[config.mk]
export PLATFORM = sky130hd
export DESIGN_NAME = utc_timestamp_to_epoch_ms
export DESIGN_NICKNAME = d
export VERILOG_FILES = /design/src/design/utem_pkg.sv /design/src/design/utem_parser.sv /design/src/design/utem_fifo.sv /design/src/design/utem_convert.sv /design/src/design/utc_timestamp_to_epoch_ms.sv
export SDC_FILE = /design/constraint.sdc
export NUM_CORES = 2
export LEC_CHECK = 0
export BUFFER_PORTS_ARGS = -buffer_cell sky130_fd_sc_hd__clkbuf_2
export CORE_MARGIN = 2
export CORE_UTILIZATION = 50
export DETAILED_ROUTE_END_ITERATION = 12
export GPL_ROUTABILITY_DRIVEN = 1
export PLACE_DENSITY_LB_ADDON = 0.15
export SYNTH_ARGS = -nofsm -noshare
export SYNTH_HDL_FRONTEND = slang
export SYNTH_SLANG_ARGS = --single-unit
[constraint.sdc]
create_clock -name clock -period 22.2 [get_ports clock]
set_clock_uncertainty 0.1 [all_clocks]
set_input_delay 1.11 -clock clock [delete_from_list [all_inputs] [get_ports clock]]
set_output_delay 1.11 -clock clock [all_outputs]
set_load 0.01 [all_outputs]
[src/design/utem_pkg.sv]
package utem_pkg;

   localparam int QueueDepthDefault = 2;

   localparam logic [7:0] CharZero  = 8'h30;
   localparam logic [7:0] CharNine  = 8'h39;
   localparam logic [7:0] CharDash  = 8'h2D;
   localparam logic [7:0] CharT     = 8'h54;
   localparam logic [7:0] CharColon = 8'h3A;
   localparam logic [7:0] CharDot   = 8'h2E;
   localparam logic [7:0] CharZ     = 8'h5A;

   localparam logic [2:0] YearDigits = 3'd4;
   localparam logic [2:0] FracDigits = 3'd3;
   localparam logic [2:0] TwoDigits  = 3'd2;

   localparam logic [13:0] EpochYear   = 14'd1970;
   localparam logic [21:0] EpochOffset = 22'd477;
   localparam logic [13:0] DivHundred  = 14'd5243;
   localparam int          DivShift    = 19;
   localparam logic [26:0] DayMillis   = 27'd86400000;
   localparam logic [26:0] HourMillis  = 27'd3600000;
   localparam logic [26:0] MinMillis   = 27'd60000;
   localparam logic [26:0] SecMillis   = 27'd1000;

   typedef struct packed {
      logic [7:0] char_code;
      logic       is_last;
   } req_type;

   typedef struct packed {
      logic        valid_res;
      logic [47:0] epoch_millis;
   } rsp_type;

   typedef struct packed {
      logic        form_ok;
      logic [13:0] year;
      logic [6:0]  month;
      logic [6:0]  day;
      logic [6:0]  hour;
      logic [6:0]  minute;
      logic [6:0]  second;
      logic [9:0]  millis;
   } fields_type;

   function automatic logic [4:0] month_length(input logic [3:0] month, input logic leap);
      logic [4:0] len;
      case (month)
         4'd1, 4'd3, 4'd5, 4'd7, 4'd8, 4'd10, 4'd12: len = 5'd31;
         4'd4, 4'd6, 4'd9, 4'd11: len = 5'd30;
         4'd2: len = leap ? 5'd29 : 5'd28;
         default: len = 5'd0;
      endcase
      return len;
   endfunction

   function automatic logic [8:0] days_before(input logic [3:0] month, input logic leap);
      logic [8:0] days;
      case (month)
         4'd1: days = 9'd0;
         4'd2: days = 9'd31;
         4'd3: days = 9'd59;
         4'd4: days = 9'd90;
         4'd5: days = 9'd120;
         4'd6: days = 9'd151;
         4'd7: days = 9'd181;
         4'd8: days = 9'd212;
         4'd9: days = 9'd243;
         4'd10: days = 9'd273;
         4'd11: days = 9'd304;
         4'd12: days = 9'd334;
         default: days = 9'd0;
      endcase
      if (leap && month > 4'd2) begin
         days = days + 9'd1;
      end
      return days;
   endfunction

endpackage

[src/design/utem_parser.sv]
module utem_parser (
   input  logic                clock,
   input  logic                reset,
   input  logic                take,
   input  utem_pkg::req_type   req_word,
   output logic                push,
   output utem_pkg::fields_type rec
);
   import utem_pkg::*;

   typedef enum logic [2:0] {
      PhYear, PhMonth, PhDay, PhHour, PhMinute, PhSecond, PhFrac
   } phase_type;

   phase_type   phase_ff, phase_in;
   logic [2:0]  count_ff, count_in;
   logic [13:0] acc_ff, acc_in;
   logic [13:0] year_ff, year_in;
   logic [6:0]  month_ff, month_in;
   logic [6:0]  day_ff, day_in;
   logic [6:0]  hour_ff, hour_in;
   logic [6:0]  minute_ff, minute_in;
   logic [6:0]  second_ff, second_in;
   logic [9:0]  millis_ff, millis_in;
   logic        zone_ff, zone_in;
   logic        bad_ff, bad_in;

   logic [7:0] c;
   logic       is_digit;
   logic [2:0] max_digits;
   logic       sep_ok;

   assign c = req_word.char_code;
   assign is_digit = (c >= CharZero) && (c <= CharNine);

   always_comb begin
      unique case (phase_ff)
         PhYear: begin
            max_digits = YearDigits;
            sep_ok = (c == CharDash);
         end
         PhMonth: begin
            max_digits = TwoDigits;
            sep_ok = (c == CharDash);
         end
         PhDay: begin
            max_digits = TwoDigits;
            sep_ok = (c == CharT);
         end
         PhHour, PhMinute: begin
            max_digits = TwoDigits;
            sep_ok = (c == CharColon);
         end
         PhSecond: begin
            max_digits = TwoDigits;
            sep_ok = (c == CharDot) || (c == CharZ);
         end
         PhFrac: begin
            max_digits = FracDigits;
            sep_ok = (c == CharZ);
         end
         default: begin
            max_digits = TwoDigits;
            sep_ok = 1'b0;
         end
      endcase
   end

   always_comb begin
      phase_in = phase_ff;
      count_in = count_ff;
      acc_in = acc_ff;
      year_in = year_ff;
      month_in = month_ff;
      day_in = day_ff;
      hour_in = hour_ff;
      minute_in = minute_ff;
      second_in = second_ff;
      millis_in = millis_ff;
      zone_in = zone_ff;
      bad_in = bad_ff;
      if (take && !bad_ff && !zone_ff) begin
         if (is_digit) begin
            if (count_ff >= max_digits) begin
               bad_in = 1'b1;
            end else begin
               acc_in = 14'(acc_ff * 14'd10) + 14'(c[3:0]);
               count_in = count_ff + 3'd1;
            end
         end else if (count_ff == 3'd0 || !sep_ok) begin
            bad_in = 1'b1;
         end else begin
            unique case (phase_ff)
               PhYear: year_in = acc_ff;
               PhMonth: month_in = acc_ff[6:0];
               PhDay: day_in = acc_ff[6:0];
               PhHour: hour_in = acc_ff[6:0];
               PhMinute: minute_in = acc_ff[6:0];
               PhSecond: second_in = acc_ff[6:0];
               PhFrac: millis_in = acc_ff[9:0];
               default: bad_in = 1'b1;
            endcase
            acc_in = '0;
            count_in = '0;
            if (c == CharZ) begin
               zone_in = 1'b1;
            end else begin
               phase_in = phase_type'(phase_ff + 3'd1);
            end
         end
      end
   end

   assign push = take && req_word.is_last;

   always_comb begin
      rec.form_ok = zone_in && !bad_in;
      rec.year = year_in;
      rec.month = month_in;
      rec.day = day_in;
      rec.hour = hour_in;
      rec.minute = minute_in;
      rec.second = second_in;
      rec.millis = millis_in;
   end

   always_ff @(posedge clock) begin
      if (reset || push) begin
         phase_ff <= PhYear;
         count_ff <= '0;
         acc_ff <= '0;
         year_ff <= '0;
         month_ff <= '0;
         day_ff <= '0;
         hour_ff <= '0;
         minute_ff <= '0;
         second_ff <= '0;
         millis_ff <= '0;
         zone_ff <= 1'b0;
         bad_ff <= 1'b0;
      end else begin
         phase_ff <= phase_in;
         count_ff <= count_in;
         acc_ff <= acc_in;
         year_ff <= year_in;
         month_ff <= month_in;
         day_ff <= day_in;
         hour_ff <= hour_in;
         minute_ff <= minute_in;
         second_ff <= second_in;
         millis_ff <= millis_in;
         zone_ff <= zone_in;
         bad_ff <= bad_in;
      end
   end

endmodule

[src/design/utem_fifo.sv]
module utem_fifo #(
   parameter int Depth = utem_pkg::QueueDepthDefault
) (
   input  logic                 clock,
   input  logic                 reset,
   input  logic                 push,
   input  utem_pkg::fields_type push_data,
   output logic                 full,
   input  logic                 pop,
   output logic                 head_valid,
   output utem_pkg::fields_type head_data
);
   import utem_pkg::*;

   localparam int PtrWidth = (Depth > 1) ? $clog2(Depth) : 1;
   localparam int CntWidth = $clog2(Depth + 1);

   fields_type            mem_ff [Depth];
   logic [PtrWidth-1:0]   wr_ff, wr_in;
   logic [PtrWidth-1:0]   rd_ff, rd_in;
   logic [CntWidth-1:0]   cnt_ff, cnt_in;
   logic                  do_push, do_pop;

   assign full = (cnt_ff == CntWidth'(Depth));
   assign head_valid = (cnt_ff != '0);
   assign head_data = mem_ff[rd_ff];
   assign do_push = push && !full;
   assign do_pop = pop && head_valid;

   always_comb begin
      wr_in = wr_ff;
      rd_in = rd_ff;
      cnt_in = cnt_ff;
      if (do_push) begin
         wr_in = (wr_ff == PtrWidth'(Depth - 1)) ? '0 : wr_ff + PtrWidth'(1);
      end
      if (do_pop) begin
         rd_in = (rd_ff == PtrWidth'(Depth - 1)) ? '0 : rd_ff + PtrWidth'(1);
      end
      if (do_push && !do_pop) begin
         cnt_in = cnt_ff + CntWidth'(1);
      end else if (do_pop && !do_push) begin
         cnt_in = cnt_ff - CntWidth'(1);
      end
   end

   always_ff @(posedge clock) begin
      if (reset) begin
         wr_ff <= '0;
         rd_ff <= '0;
         cnt_ff <= '0;
      end else begin
         wr_ff <= wr_in;
         rd_ff <= rd_in;
         cnt_ff <= cnt_in;
      end
   end

   always_ff @(posedge clock) begin
      if (do_push) begin
         mem_ff[wr_ff] <= push_data;
      end
   end

endmodule

[src/design/utem_convert.sv]
module utem_convert (
   input  logic                 clock,
   input  logic                 reset,
   input  logic                 in_valid,
   input  utem_pkg::fields_type in_rec,
   output logic                 in_take,
   output logic                 rsp_valid,
   output utem_pkg::rsp_type    rsp_word,
   input  logic                 rsp_stall
);
   import utem_pkg::*;

   // stage 1: year - 1 and its reciprocal product
   logic        v1_ff;
   fields_type  rec1_ff;
   logic [13:0] p1_ff;
   logic [26:0] prod1_ff;

   // stage 2: checks, leap year, day counts
   logic        v2_ff;
   logic        ok2_ff;
   logic [21:0] ydays2_ff;
   logic [8:0]  doy2_ff;
   logic [6:0]  hour2_ff, minute2_ff, second2_ff;
   logic [9:0]  millis2_ff;

   // stage 3: total days and time of day
   logic        v3_ff;
   logic        ok3_ff;
   logic [21:0] days3_ff;
   logic [26:0] tod3_ff;

   // output register
   logic        v4_ff;
   rsp_type     rsp_ff;

   logic r1, r2, r3, r4;

   logic [13:0] p_in;
   logic [7:0]  q;
   logic [6:0]  r;
   logic        leap;
   logic [4:0]  mlen;
   logic        ok_in;
   logic [21:0] ydays_in;
   logic [8:0]  doy_in;
   logic [26:0] tod_in;
   logic [48:0] day_ms;

   assign r4 = !v4_ff || !rsp_stall;
   assign r3 = !v3_ff || r4;
   assign r2 = !v2_ff || r3;
   assign r1 = !v1_ff || r2;
   assign in_take = in_valid && r1;

   assign p_in = in_rec.year - 14'd1;

   always_comb begin
      q = prod1_ff[DivShift +: 8];
      r = 7'(p1_ff - 14'(q * 8'd100));
      leap = (p1_ff[1:0] == 2'd3) && ((r != 7'd99) || (q[1:0] == 2'd3));
      mlen = month_length(rec1_ff.month[3:0], leap);
      ok_in = rec1_ff.form_ok
         && (rec1_ff.year >= EpochYear)
         && (rec1_ff.month >= 7'd1) && (rec1_ff.month <= 7'd12)
         && (rec1_ff.day >= 7'd1) && (rec1_ff.day <= 7'(mlen))
         && (rec1_ff.hour <= 7'd23)
         && (rec1_ff.minute <= 7'd59)
         && (rec1_ff.second <= 7'd60);
      ydays_in = 22'(rec1_ff.year - EpochYear) * 22'd365
         + 22'(p1_ff[13:2]) - 22'(q) + 22'(q[7:2]) - EpochOffset;
      doy_in = days_before(rec1_ff.month[3:0], leap) + 9'(rec1_ff.day) - 9'd1;
   end

   assign tod_in = 27'(hour2_ff) * HourMillis + 27'(minute2_ff) * MinMillis
      + 27'(second2_ff) * SecMillis + 27'(millis2_ff);

   assign day_ms = 49'(days3_ff) * 49'(DayMillis);

   always_ff @(posedge clock) begin
      if (reset) begin
         v1_ff <= 1'b0;
         v2_ff <= 1'b0;
         v3_ff <= 1'b0;
         v4_ff <= 1'b0;
      end else begin
         if (r1) begin
            v1_ff <= in_valid;
         end
         if (r2) begin
            v2_ff <= v1_ff;
         end
         if (r3) begin
            v3_ff <= v2_ff;
         end
         if (r4) begin
            v4_ff <= v3_ff;
         end
      end
   end

   always_ff @(posedge clock) begin
      if (r1) begin
         rec1_ff <= in_rec;
         p1_ff <= p_in;
         prod1_ff <= 27'(p_in) * 27'(DivHundred);
      end
      if (r2) begin
         ok2_ff <= ok_in;
         ydays2_ff <= ydays_in;
         doy2_ff <= doy_in;
         hour2_ff <= rec1_ff.hour;
         minute2_ff <= rec1_ff.minute;
         second2_ff <= rec1_ff.second;
         millis2_ff <= rec1_ff.millis;
      end
      if (r3) begin
         ok3_ff <= ok2_ff;
         days3_ff <= ydays2_ff + 22'(doy2_ff);
         tod3_ff <= tod_in;
      end
      if (r4) begin
         rsp_ff.valid_res <= ok3_ff;
         rsp_ff.epoch_millis <= ok3_ff ? (day_ms[47:0] + 48'(tod3_ff)) : '0;
      end
   end

   assign rsp_valid = v4_ff;
   assign rsp_word = rsp_ff;

endmodule

[src/design/utc_timestamp_to_epoch_ms.sv]
// channel  ports                           direction  word
// req      req_valid req_stall req_word    in         one character, last flag
// rsp      rsp_valid rsp_stall rsp_word    out        valid flag, epoch milliseconds
//
// one character a cycle while req_stall is low
// the 4-stage back end pipeline takes one string a cycle unless rsp_stall holds it
// reset clears the parser, queue and pipeline valids; no clearing pass
// req_stall rises only while the queue between parser and back end is full
module utc_timestamp_to_epoch_ms #(
   parameter int QueueDepth = utem_pkg::QueueDepthDefault
) (
   input  logic              clock,
   input  logic              reset,
   input  logic              req_valid,
   output logic              req_stall,
   input  utem_pkg::req_type req_word,
   output logic              rsp_valid,
   input  logic              rsp_stall,
   output utem_pkg::rsp_type rsp_word
);
   import utem_pkg::*;

   logic       take;
   logic       push;
   logic       full;
   fields_type rec;
   logic       head_valid;
   fields_type head_rec;
   logic       pop;

   assign req_stall = full;
   assign take = req_valid && !full;

   utem_parser u_parser (
      .clock    (clock),
      .reset    (reset),
      .take     (take),
      .req_word (req_word),
      .push     (push),
      .rec      (rec)
   );

   utem_fifo #(
      .Depth (QueueDepth)
   ) u_fifo (
      .clock      (clock),
      .reset      (reset),
      .push       (push),
      .push_data  (rec),
      .full       (full),
      .pop        (pop),
      .head_valid (head_valid),
      .head_data  (head_rec)
   );

   utem_convert u_convert (
      .clock     (clock),
      .reset     (reset),
      .in_valid  (head_valid),
      .in_rec    (head_rec),
      .in_take   (pop),
      .rsp_valid (rsp_valid),
      .rsp_word  (rsp_word),
      .rsp_stall (rsp_stall)
   );

endmodule
==> metrics.md <==
| Metric | Value |
|---|---|
| Status | finished, final reports clean |
| Die area | 82,500 sq um |
| Yosys top cell by area | edfxtp_1 |
| FMAX | 118 MHz |
| Final Critical Period | 8.50 ns |
| Hold Fails Final Rpt | 0 |
| Area of the multi-input gates | 24,500 sq um |
| CTS buffer count | 50 |
| Via-to-Cell Ratio | 5.14 |
| Final ANT Viol Nets | 0 |
| Post-placement cell area | 41,700 sq um |
| GRT overflow | 0 |
| Fill cell total of the finished layout | 7,025 |
| Final GP Congestion | 0.880 |
| Most common cell in the synthesized netlist | inv_1 |
| Synthesized net count | 4,593 |
| CP bufs+invs | 3 |
| Synth top area share | 0.272 |
| Global-route wire length before repair | 128,000 um |
| Sequential area share after synthesis | 0.322 |
| Top-level port count | 64 |
| Setup repair after global routing missed its margin | no |
| Post-CTS Hold Fix Bufs | 0 |
| WHS Endpoint | u_convert.millis2_ff[9]$_DFFE_PP_ |
| CTS tree | built |
| Storage element area | 12,900 sq um |
| Ys Warns | 0 |
| FP Rows | 103 |
| Overall global routing resource usage | 0.192 |
| # diodes | 0 |
| Crit-path slowest cell | xnor2_1 |
| Layout cell share with drive strength beyond 1 | 0.0844 |
| Commonest cells in the synthesized netlist | inv_1 (693), ha_1 (619), edfxtp_1 (364) |
| Clk sink count | 463 |
| Initial antenna violation count | 1 |
| Number of DRC violations after detailed-routing iteration 0 | 1,037 |
| Worst R2R End | u_convert.prod1_ff[26]$_DFFE_PN_ |
| Post-route cell area | 43,400 sq um |
| Core area | 79,300 sq um |
| Synth Register Bits | 463 |
| # setup viols final | 0 |
| Fin crit share | 0.383 |
| Critical Path RT | 22.45 ns |
| Reg clk slew, reported paths | 0.06 ns |
| Die width | 287 um |
| Clock latency on the worst-skew pair | 0.63 ns |
| Total number of vias | 24,600 |
| Syn avg cell area | 11.1 sq um |
| HP Class | reg2reg |
| Slew Viols, Final | 0 |
| Synth-to-Final Area Change | 8.16% |
| Mapped Cells | 3,620 |
| Hold path depth | 0 |
| Largest net degree at the start of global routing | 61 |
| Die Y | 287 um |
| EDFF count, synth | 364 |
| WS Path Type | reg2reg |
| Netlist cell types | 91 |
| Worst slew margin | 0.247 |
| Mapped cell area | 40,100 sq um |
| MaxCap Viol Count | 0 |
| Worst Reg-to-Reg Cells | 27 |
| Synth Flop Type | edfxtp_1 |
| Cells taking the most area after synthesis | edfxtp_1 (27%), ha_1 (19%), fa_1 (17%), inv_1 (6.5%), dfxtp_1 (4.9%) |
| First-pass detailed-route iteration total | 6 |
| Initial Utilization | 0.506 |
| Actual slew at the worst max-slew pin | 1.10 ns |
| Number of global-route vias before repair | 25,300 |
| FF-to-FF setup slack | 13.70 ns |
| Root Buffer | clkbuf_16 |
| Crit path max fanout | 53 |
| Mean routed wirelength per cell | 15.8 um |
| Share of synthesized flip-flops with an asynchronous set or reset | 0 |
| # port buffers | 63 |
| Arr. time, crit path | 8.75 ns |
| Setup TNS | 0 ns |
| Drt drc | 0 |
| Dpl hpwl | 61,400 um |
| Worst setup SP type | register |
| Top cell by count, worst path | fa_1 |
| Worst stage delay on the critical path | 0.74 ns |
| Delay-heaviest family, CP | adder cells |
| DRT Wirelength | 75,900 um |
| # Post-CTS Setup Buffers | 0 |
| H-tree depth | 2 |
| Nets | 4,677 |
| Clock Path Buffers | 3 |
| Hold_sp | u_convert.rec1_ff[9]$_DFFE_PN_ |
| Resize count post-CTS | 0 |
| CP Capture Type | register |
## cells by family (layout without fill, tap and decap cells)
kind of cell / after synthesis / count (layout) / synth area share
AOI/OAI and AO/OA: 449 / 449 / 0.0728
DFF: 463 / 463 / 0.322
xor gates and xnor gates: 234 / 234 / 0.0519
muxes: 132 / 132 / 0.0368
buffers and inverters: 736 / 862 / 0.0693
and+or+nand+nor: 646 / 646 / 0.0845
adders and majority gates: 960 / 960 / 0.363
## layout by cell type (no fill, tap or decap), types with 65 or more instances in the layout
cell	instances
xnor2_1	166
and2_1	78
nand2_1	114
nor2_1	168
xor2_1	65
mux2_2	108
ha_1	619
fa_1	341
dfxtp_1	98
a21oi_1	122
o21ai_0	87
edfxtp_1	364
inv_1	692
## registers in the layout (all words and copies together) (netlist names), 13 cells and up, named ones only
| register | count |
|---|---|
| u_convert.tod3_ff | 27 |
| u_parser.acc_ff | 14 |
| u_convert.ydays2_ff | 22 |
| u_parser.year_ff | 14 |
| u_convert.rec1_ff | 60 |
| u_fifo.mem_ff | 120 |
| u_convert.days3_ff | 22 |
| u_convert.rsp_word | 49 |
| u_convert.p1_ff | 13 |
## layout make-up
class / count / area share
clock buffer: 72 / 0.0328
timing repair buffer: 75 / 0.00934
clock inverter: 22 / 0.00631
sequential: 463 / 0.297
multi-input combinational: 2421 / 0.564
inverter: 693 / 0.0599
tap: 1050 / 0.0303
## per-stage QoR
step / cells / util / setup slack, ns / hold slack (ns)
after floorplan: 3620 / - / 15.23 / 0.300
after global placement: 4702 / 0.526 / 13.84 / 0.302
after detailed placement: 4702 / 0.526 / 13.68 / 0.305
after CTS: 4796 / 0.548 / 13.64 / 0.318
after global routing: 4796 / 0.548 / 13.06 / 0.335
final: 4796 / 0.548 / 13.70 / 0.317
## worst register-to-register path: stages, from the launching register on
cell and delay [ns]:
dfxtp_2 0.47, buf_4 0.64, mux2_2 0.46, a21oi_1 0.17
nor2b_1 0.19, nand2_1 0.08, nor2_1 0.13, nand2_1 0.11
nor4_1 0.34, nand2_1 0.18, xnor2_1 0.74, ha_1 0.40
fa_1 0.52, inv_1 0.06, fa_1 0.51, inv_1 0.06
fa_1 0.55, fa_1 0.42, ha_1 0.32, a21oi_1 0.16
nor2b_1 0.06, o21ai_0 0.14, o211ai_1 0.11, o22ai_1 0.40
o21a_1 0.24, o21ai_0 0.21, o41ai_1 0.36, xnor2_1 0.11
## metal layers
metal / part of all wire / up-vias / GRT usage
li1: - / 12400 / -
met1: 0.48 / 11800 / 0.264
met2: 0.47 / 292 / 0.326
met3: 0.030 / 76 / 0.0229
met4: 0.016 / 0 / 0.0384
met5: 0 / - / 0
## how the worst max path moves through the flow
stage	start	to	cells past startpoint
after global placement	register	u_convert.prod1_ff[26]$_DFFE_PN_	27
final	register	u_convert.prod1_ff[26]$_DFFE_PN_	27
after global routing	register	u_convert.prod1_ff[26]$_DFFE_PN_	25
after CTS	register	u_convert.prod1_ff[26]$_DFFE_PN_	27
after floorplan	register	u_convert.prod1_ff[26]$_DFFE_PN_	23
after detailed placement	register	u_convert.prod1_ff[26]$_DFFE_PN_	27
Power is not shown: default switching activity piles up to over one toggle a cycle in this logic, so the estimate is an artifact.
